## config.mk

```make
export PLATFORM = sky130hd
export DESIGN_NAME = srfc_frame
export DESIGN_NICKNAME = d
export VERILOG_FILES = /design/src/rtl/core/srfc_pkg.sv /design/src/rtl/core/srfc_crc_byte.sv /design/src/rtl/core/srfc_frame.sv
export SDC_FILE = /design/constraint.sdc
export NUM_CORES = 1
export LEC_CHECK = 0
export BUFFER_PORTS_ARGS = -buffer_cell sky130_fd_sc_hd__clkbuf_2
export CAP_MARGIN = 20
export CORE_MARGIN = 5
export CORE_UTILIZATION = 30
export CTS_BUF_LIST = sky130_fd_sc_hd__clkbuf_8
export DETAILED_ROUTE_END_ITERATION = 7
export GPL_ROUTABILITY_DRIVEN = 0
export GPL_TIMING_DRIVEN = 0
export PLACE_DENSITY = 0.44
export SLEW_MARGIN = 20
export SYNTH_ARGS = -nofsm -noshare
export SYNTH_HDL_FRONTEND = slang
export SYNTH_HIERARCHICAL = 1
export SYNTH_SLANG_ARGS = --single-unit
```

## constraint.sdc

```tcl
create_clock -name clk -period 6.4 [get_ports clk]
set_input_delay 0.64 -clock clk [delete_from_list [all_inputs] [get_ports clk]]
set_output_delay 0.64 -clock clk [all_outputs]
set_load 0.02 [all_outputs]
```

## src/rtl/core/srfc_pkg.sv

```systemverilog
// types and constants shared by the sensor response frame checker
package srfc_pkg;

  typedef struct packed {
    logic [7:0] rx_byte;
    logic       frame_start;
  } in_item_t;

  typedef struct packed {
    logic [1:0]         status;
    logic [15:0]        humidity_tenths;
    logic signed [15:0] temperature_tenths;
  } out_item_t;

  typedef logic [2:0] byte_pos_t;

  localparam logic [1:0] STATUS_OK        = 2'd0;
  localparam logic [1:0] STATUS_BAD_HDR   = 2'd1;
  localparam logic [1:0] STATUS_CRC_ERR   = 2'd2;
  localparam logic [1:0] STATUS_ALL_ONES  = 2'd3;

  localparam logic [15:0] CRC_INIT        = 16'hFFFF;
  localparam logic [15:0] CRC_POLY        = 16'hA001;
  localparam logic [7:0]  FUNC_CODE       = 8'h03;
  localparam logic [7:0]  BYTE_COUNT      = 8'h04;
  localparam logic [31:0] DATA_ALL_ONES   = 32'hFFFF_FFFF;

  localparam byte_pos_t POS_FUNC          = 3'd0;
  localparam byte_pos_t POS_COUNT         = 3'd1;
  localparam byte_pos_t POS_DATA0         = 3'd2;
  localparam byte_pos_t POS_DATA1         = 3'd3;
  localparam byte_pos_t POS_DATA2         = 3'd4;
  localparam byte_pos_t POS_DATA3         = 3'd5;
  localparam byte_pos_t POS_CRC_LO        = 3'd6;
  localparam byte_pos_t POS_CRC_HI        = 3'd7;

endpackage

```

## src/rtl/core/srfc_crc_byte.sv

```systemverilog
// one-byte update of the reflected crc-16, unrolled over eight bit steps
module srfc_crc_byte
  import srfc_pkg::*;
(
  input  logic [15:0] crc_in,
  input  logic [7:0]  data_in,
  output logic [15:0] crc_out
);

  always_comb begin
    logic [15:0] c;
    c = crc_in ^ {8'h00, data_in};
    for (int k = 0; k < 8; k++) begin
      if (c[0]) begin
        c = (c >> 1) ^ CRC_POLY;
      end else begin
        c = c >> 1;
      end
    end
    crc_out = c;
  end

endmodule

```

## src/rtl/core/srfc_frame.sv

```systemverilog
// frame tracking state, header and crc checks, and result decode
module srfc_frame
  import srfc_pkg::*;
(
  input  logic      clk,
  input  logic      rst_n,
  input  logic      accept,
  input  in_item_t  in_item,
  output logic      res_valid,
  output out_item_t res_item,
  output byte_pos_t byte_pos
);

  byte_pos_t   pos_r, pos_nxt;
  logic [15:0] crc_r, crc_nxt;
  logic        hdr_ok_r, hdr_ok_nxt;
  logic [31:0] data_r, data_nxt;
  logic [7:0]  crc_lo_r, crc_lo_nxt;

  byte_pos_t   pos_eff;
  logic [15:0] crc_eff;
  logic        hdr_ok_eff;
  logic [31:0] data_eff;
  logic [7:0]  crc_lo_eff;
  logic [15:0] crc_upd;
  logic [15:0] rx_crc;
  logic [15:0] mag;

  // a frame start drops any partial frame
  always_comb begin
    if (in_item.frame_start) begin
      pos_eff    = POS_FUNC;
      crc_eff    = CRC_INIT;
      hdr_ok_eff = 1'b1;
      data_eff   = '0;
      crc_lo_eff = '0;
    end else begin
      pos_eff    = pos_r;
      crc_eff    = crc_r;
      hdr_ok_eff = hdr_ok_r;
      data_eff   = data_r;
      crc_lo_eff = crc_lo_r;
    end
  end

  srfc_crc_byte u_crc (
    .crc_in  (crc_eff),
    .data_in (in_item.rx_byte),
    .crc_out (crc_upd)
  );

  assign rx_crc = {in_item.rx_byte, crc_lo_eff};
  assign mag    = {1'b0, data_eff[14:0]};

  always_comb begin
    pos_nxt    = pos_eff + 3'd1;
    crc_nxt    = crc_eff;
    hdr_ok_nxt = hdr_ok_eff;
    data_nxt   = data_eff;
    crc_lo_nxt = crc_lo_eff;
    res_valid  = 1'b0;
    res_item   = '0;
    case (pos_eff)
      POS_FUNC: begin
        hdr_ok_nxt = (in_item.rx_byte == FUNC_CODE);
        crc_nxt    = crc_upd;
      end
      POS_COUNT: begin
        hdr_ok_nxt = hdr_ok_eff && (in_item.rx_byte == BYTE_COUNT);
        crc_nxt    = crc_upd;
      end
      POS_DATA0, POS_DATA1, POS_DATA2, POS_DATA3: begin
        data_nxt = {data_eff[23:0], in_item.rx_byte};
        crc_nxt  = crc_upd;
      end
      POS_CRC_LO: begin
        crc_lo_nxt = in_item.rx_byte;
      end
      POS_CRC_HI: begin
        res_valid = 1'b1;
        if (!hdr_ok_eff) begin
          res_item.status = STATUS_BAD_HDR;
        end else if (rx_crc != crc_eff) begin
          res_item.status = STATUS_CRC_ERR;
        end else if (data_eff == DATA_ALL_ONES) begin
          res_item.status = STATUS_ALL_ONES;
        end else begin
          res_item.status          = STATUS_OK;
          res_item.humidity_tenths = data_eff[31:16];
          if (data_eff[15]) begin
            res_item.temperature_tenths = -mag;
          end else begin
            res_item.temperature_tenths = mag;
          end
        end
        pos_nxt    = POS_FUNC;
        crc_nxt    = CRC_INIT;
        hdr_ok_nxt = 1'b1;
        data_nxt   = '0;
        crc_lo_nxt = '0;
      end
      default: begin
        pos_nxt = POS_FUNC;
      end
    endcase
  end

  always_ff @(posedge clk) begin
    if (!rst_n) begin
      pos_r    <= POS_FUNC;
      crc_r    <= CRC_INIT;
      hdr_ok_r <= 1'b1;
      data_r   <= '0;
      crc_lo_r <= '0;
    end else if (accept) begin
      pos_r    <= pos_nxt;
      crc_r    <= crc_nxt;
      hdr_ok_r <= hdr_ok_nxt;
      data_r   <= data_nxt;
      crc_lo_r <= crc_lo_nxt;
    end
  end

  assign byte_pos = pos_r;

endmodule

```

Word-level counts from Yosys, hierarchy flattened
Index checks and enable logic that the tools add are counted.
{ "op_classes": {"mux": 27, "n_bitwise": 9, "eq_ne": 11, "add_sub_neg": 2, "n_reduce_logical": 4} }
{ "op_table": {"columns": ["operator", "n"], "rows": [
  ["16-bit 2-to-1 mux", 10],
  ["32-bit 2-to-1 mux", 4],
  ["32-bit case mux with 2 select lines", 1],
  ["34-bit 2-to-1 mux", 1],
  ["32-bit equality test (second input constant)", 1],
  ["16-bit case mux with 2 select lines", 1],
  ["2-bit NOT with 3-bit output", 8],
  ["16-bit inequality test", 1],
  ["15-bit negator with 16-bit output", 1],
  ["8-bit case mux with 2 select lines", 1],
  ["16-bit by 8-bit XOR with 16-bit output", 1],
  ["3-bit equality test (second input constant)", 4],
  ["8-bit by 2-bit equality test with 1-bit output (second input constant)", 1],
  ["8-bit by 3-bit equality test with 1-bit output (second input constant)", 1],
  ["8-bit 2-to-1 mux", 1],
  ["3-bit by 2-bit equality test with 1-bit output (second input constant)", 2],
  ["2-bit 2-to-1 mux", 3],
  ["3-bit 2-to-1 mux", 2],
  ["6-bit OR reduction", 1],
  ["4-bit OR reduction", 1],
  ["3-bit by 1-bit adder with 3-bit output (second input constant)", 1],
  ["3-bit by 1-bit equality test with 1-bit output (second input constant)", 1],
  ["3-bit zero test", 1],
  ["1-bit case mux with 3 select lines", 1],
  ["2 further kinds", 3]
]} }
{ "totals": {"reg_bits": 60, "wordCells": 58, "inputBits": 12} }

Longest topological paths before layout
{ "depth": {"depth_word": 19, "mapped_depth": 13} }

By module
The synthesis kept the hierarchy.
{ "modules_own_cells": {"columns": ["module", "area_each_um2", "instances", "cells_each"], "rows": [
  ["srfc_frame", 3459.6, 1, 419],
  ["srfc_crc_byte", 284.0, 1, 29]
]} }

Least setup slack after synthesis
No wires, ideal clock.
{ "synth_path": {"path_type": "in2out", "startpoint": "input in_item[0] (netlist bit)", "endpoint": "output res_item[10] (netlist bit)", "required_time_ns": 5.760, "arrival_time_ns": 3.301, "setup_slack_ns": 2.459, "path_buffers": 4, "path_stages": 12, "cell_sequence": "buf_6 buf_2 clkbuf_1 nand2b_1 inv_1 ha_1 ha_1 nand2_1 or4_4 or4_1 buf_2 nor2_1"} }
{ "synth_lines": {"columns": ["element", "line_no", "text"], "rows": [
  ["start, declared", "srfc_frame.sv:8", "input in_item_t in_item,"],
  ["end, declared", "srfc_frame.sv:10", "output out_item_t res_item,"]
]} }

==> flow_metrics.tcl <==
set metrics [dict create \
    outcome "complete, no violations" \
    drt-initial-drc-count 164 \
    m1WireLength_um 5565 \
    avgSynthCellArea_um2 8.356 \
    r2r_start "byte_pos[0]" \
    worst_setup_path_end_kind "output pin" \
    cp-start-kind "input port" \
    p_leak_nw 1.572 \
    holdPathStages 1 \
    met3_length_um 556 \
    crit_type "in -> out" \
    vias 3335 \
    ys_seq_area_frac 0.3209 \
    gr-usage-all-layers 0.1618 \
    finalCritPeriodShare 0.7268 \
    cts.sink_count 60 \
    pin_count 50 \
    skew_ns 0.01010 \
    rows 40 \
    max_slew_margin 0.4973 \
    layout.nets 525 \
    grt_max_degree 11 \
    synth.area.top_cells "dfxtp_1 (32%), a22oi_1 (7.8%), nor2b_1 (7.2%), xor2_1 (6.3%), nand2_1 (4.5%)" \
    antenna_found_initial 0 \
    syn_inst 448 \
    slowest_stage "or4_4" \
    maxCapViolations 0 \
    die_h_um 121.7 \
    final_max_slew_viol_count 0 \
    r2r_cells 10 \
    tightest_slew_ns 0.7461 \
    r2r-end "crc_r[12]" \
    design_area_um2 4339 \
    clock_latency_ns 0.36 \
    hold_viol 0 \
    die-area_um2 14810 \
    clock_path_buffers 2 \
    ys_ff_latch 60 \
    start_util 0.3091 \
    yosysWarningCount 6 \
    critPathTopFamily "simple AND/OR/NAND/NOR gates" \
    io_buffers 47 \
    fin_tns_setup_ns 0 \
    irDropWorstVdd_uv 92.54 \
    post_cts_buffers 0 \
    crit_chain "clkbuf_2 -> buf_6 -> buf_2 -> clkbuf_1 -> nand2b_1 -> inv_1 -> ha_1 -> ha_1 -> nand2_1 -> or4_4 -> or4_1 -> buf_2 -> nor2_1 -> clkbuf_2" \
    drive_gt1_frac 0.2118 \
    coreArea_um2 12110 \
    register_area_um2 1201 \
    overflow 0 \
    drt-wirelength-per-cell_um 16.86 \
    syn_area_um2 3744 \
    clock.fmax_ghz 0.2150 \
    top_layer_used "met4" \
    crit_path_max_fanout 10 \
    synth.largest_area_cell "dfxtp_1" \
    post-route-min-period_ns 4.651 \
    synth_enable_flop_cells 0 \
    synth_nets 467 \
    synthArstFlopShare 0 \
    tritoncts "done" \
    total_power_uw 840.6 \
    clk_pin_slew_worst_paths_ns 0.06 \
    rsz0062_at_grt "false" \
    routed_wirelength_um 11430 \
    cts_buffers 9 \
    first_pass_iters 5 \
    h-tree-depth 3 \
    r2r_setup_slack_ns 3.75 \
    wl_met2_um 5185 \
    drc 0 \
    die_w_um 121.7 \
    power.density_nw_per_um2 193.7 \
    multi_input_area_um2 2311 \
    hold_start "byte_pos[0]" \
    cts_resized 0 \
    areaGrowthSynthToFinish_pct 15.91 \
    ant_nets 0 \
    postCtsHoldBufs 0 \
    synth_top_area_frac 0.3209 \
    cp.required_ns 5.76 \
    cts-root-buf "clkbuf_8" \
    crit_arrival_ns 4.01 \
    grt_first_pass_wirelength_um 18400 \
    critical_path_buf_inv_count 7 \
    synth_cell_type_count 50 \
    dpl-instance-area_um2 4189 \
    ys.flop_type "dfxtp_1" \
    n_fill_cell 1336 \
    max_stage_delay_ns 0.46 \
    vias_per_cell 4.919 \
    setup_viol 0 \
    grt_pass1_vias 3318 \
    dp_hpwl_um 8700 \
    hold_path_end "byte_pos[0]" \
    hold_path.class "reg -> reg" \
    diodes 0 \
]
## routing by layer
metal  GRT usage  vias to the layer above
li1            -                     1692
met1      0.2189                     1558
met2      0.2494                       77
met3     0.04457                        8
met4     0.05252                        0
met5           0                        -
## flip-flops by register name (all words and copies together), names as in the netlist
| signal | cells |
|---|---|
| hdr_ok_r | 1 |
| crc_lo_r | 8 |
| data_r | 32 |
| crc_r | 16 |
| byte_pos | 3 |
## power by group
| group | switching, mW | total (mW) | internal [mW] |
|---|---|---|---|
| combinational | 0.0827 | 0.154 | 0.0710 |
| clock | 0.154 | 0.285 | 0.132 |
| sequential | 0.0142 | 0.401 | 0.387 |
## worst max path at each step
stage,startpoint,endpoint,slack [ns],depth (start not counted)
2_1_floorplan,in_item[0],res_item[10],2.46,12
5_1_grt,in_item[0],res_item[13],1.51,14
6_report,in_item[0],res_item[6],1.75,14
4_1_cts,in_item[0],res_item[6],1.72,14
3_5_place_dp,in_item[0],res_item[6],1.73,14
3_3_place_gp,in_item[0],res_item[8],1.75,14
## kinds of logic after synthesis
family / Yosys count / synth area share
simple gates: 192 / 0.2871
compound gates: 92 / 0.1721
flops: 60 / 0.3209
xor+xnor: 50 / 0.1267
buf+inv: 44 / 0.06183
fa+ha+maj: 7 / 0.02339
mux: 3 / 0.008022
## metrics by stage
step                      utilization  std cells  hold slack [ns]  setup slack, ns
after CTS                      0.3583        678           0.5115            1.724
after global routing           0.3583        678           0.5394            1.512
after floorplan                     -        448           0.4757            2.459
after global placement         0.3459        663           0.4944            1.753
after detailed placement       0.3459        663           0.4958            1.729
final                          0.3583        678           0.5052            1.749
## synthesized netlist by cell type, types with 3 or more instances
library cell  instances
dfxtp_1              60
nand2_1              45
nor2b_1              43
a22oi_1              39
xor2_1               27
nor3_1               21
xnor2_1              19
clkbuf_1             18
o22ai_1              17
or2_2                17
nor2_1               16
a21oi_1               8
buf_2                 8
nand4_1               8
or3_1                 8
ha_1                  7
inv_1                 7
nand2b_1              7
o21ai_0               7
o31ai_1               6
buf_4                 5
buf_6                 5
nor4_1                5
or4_1                 4
mux2i_1               3
nand3_1               3
o21ai_1               3
xnor2_2               3
## layout by cell type, fill, tap and decap left out, types with 17 or more instances in the layout
cell type	Yosys	layout
clkbuf_1	18	18
dfxtp_1	60	60
or2_2	17	17
nand2_1	45	45
nor2b_1	43	43
nor3_1	21	21
clkbuf_2	0	47
xor2_1	27	27
a22oi_1	39	39
xnor2_1	19	19
o22ai_1	17	17
## area by class of cell
class,instances,area share
buffer,37,0.04729
clock buffer,9,0.02855
clock inverter,6,0.006055
inverter,7,0.006055
multi-input combinational,344,0.5326
sequential,60,0.2768
tap,168,0.04844
timing repair buffer,47,0.05421
Note: power is estimated with default switching activity, not from simulation.
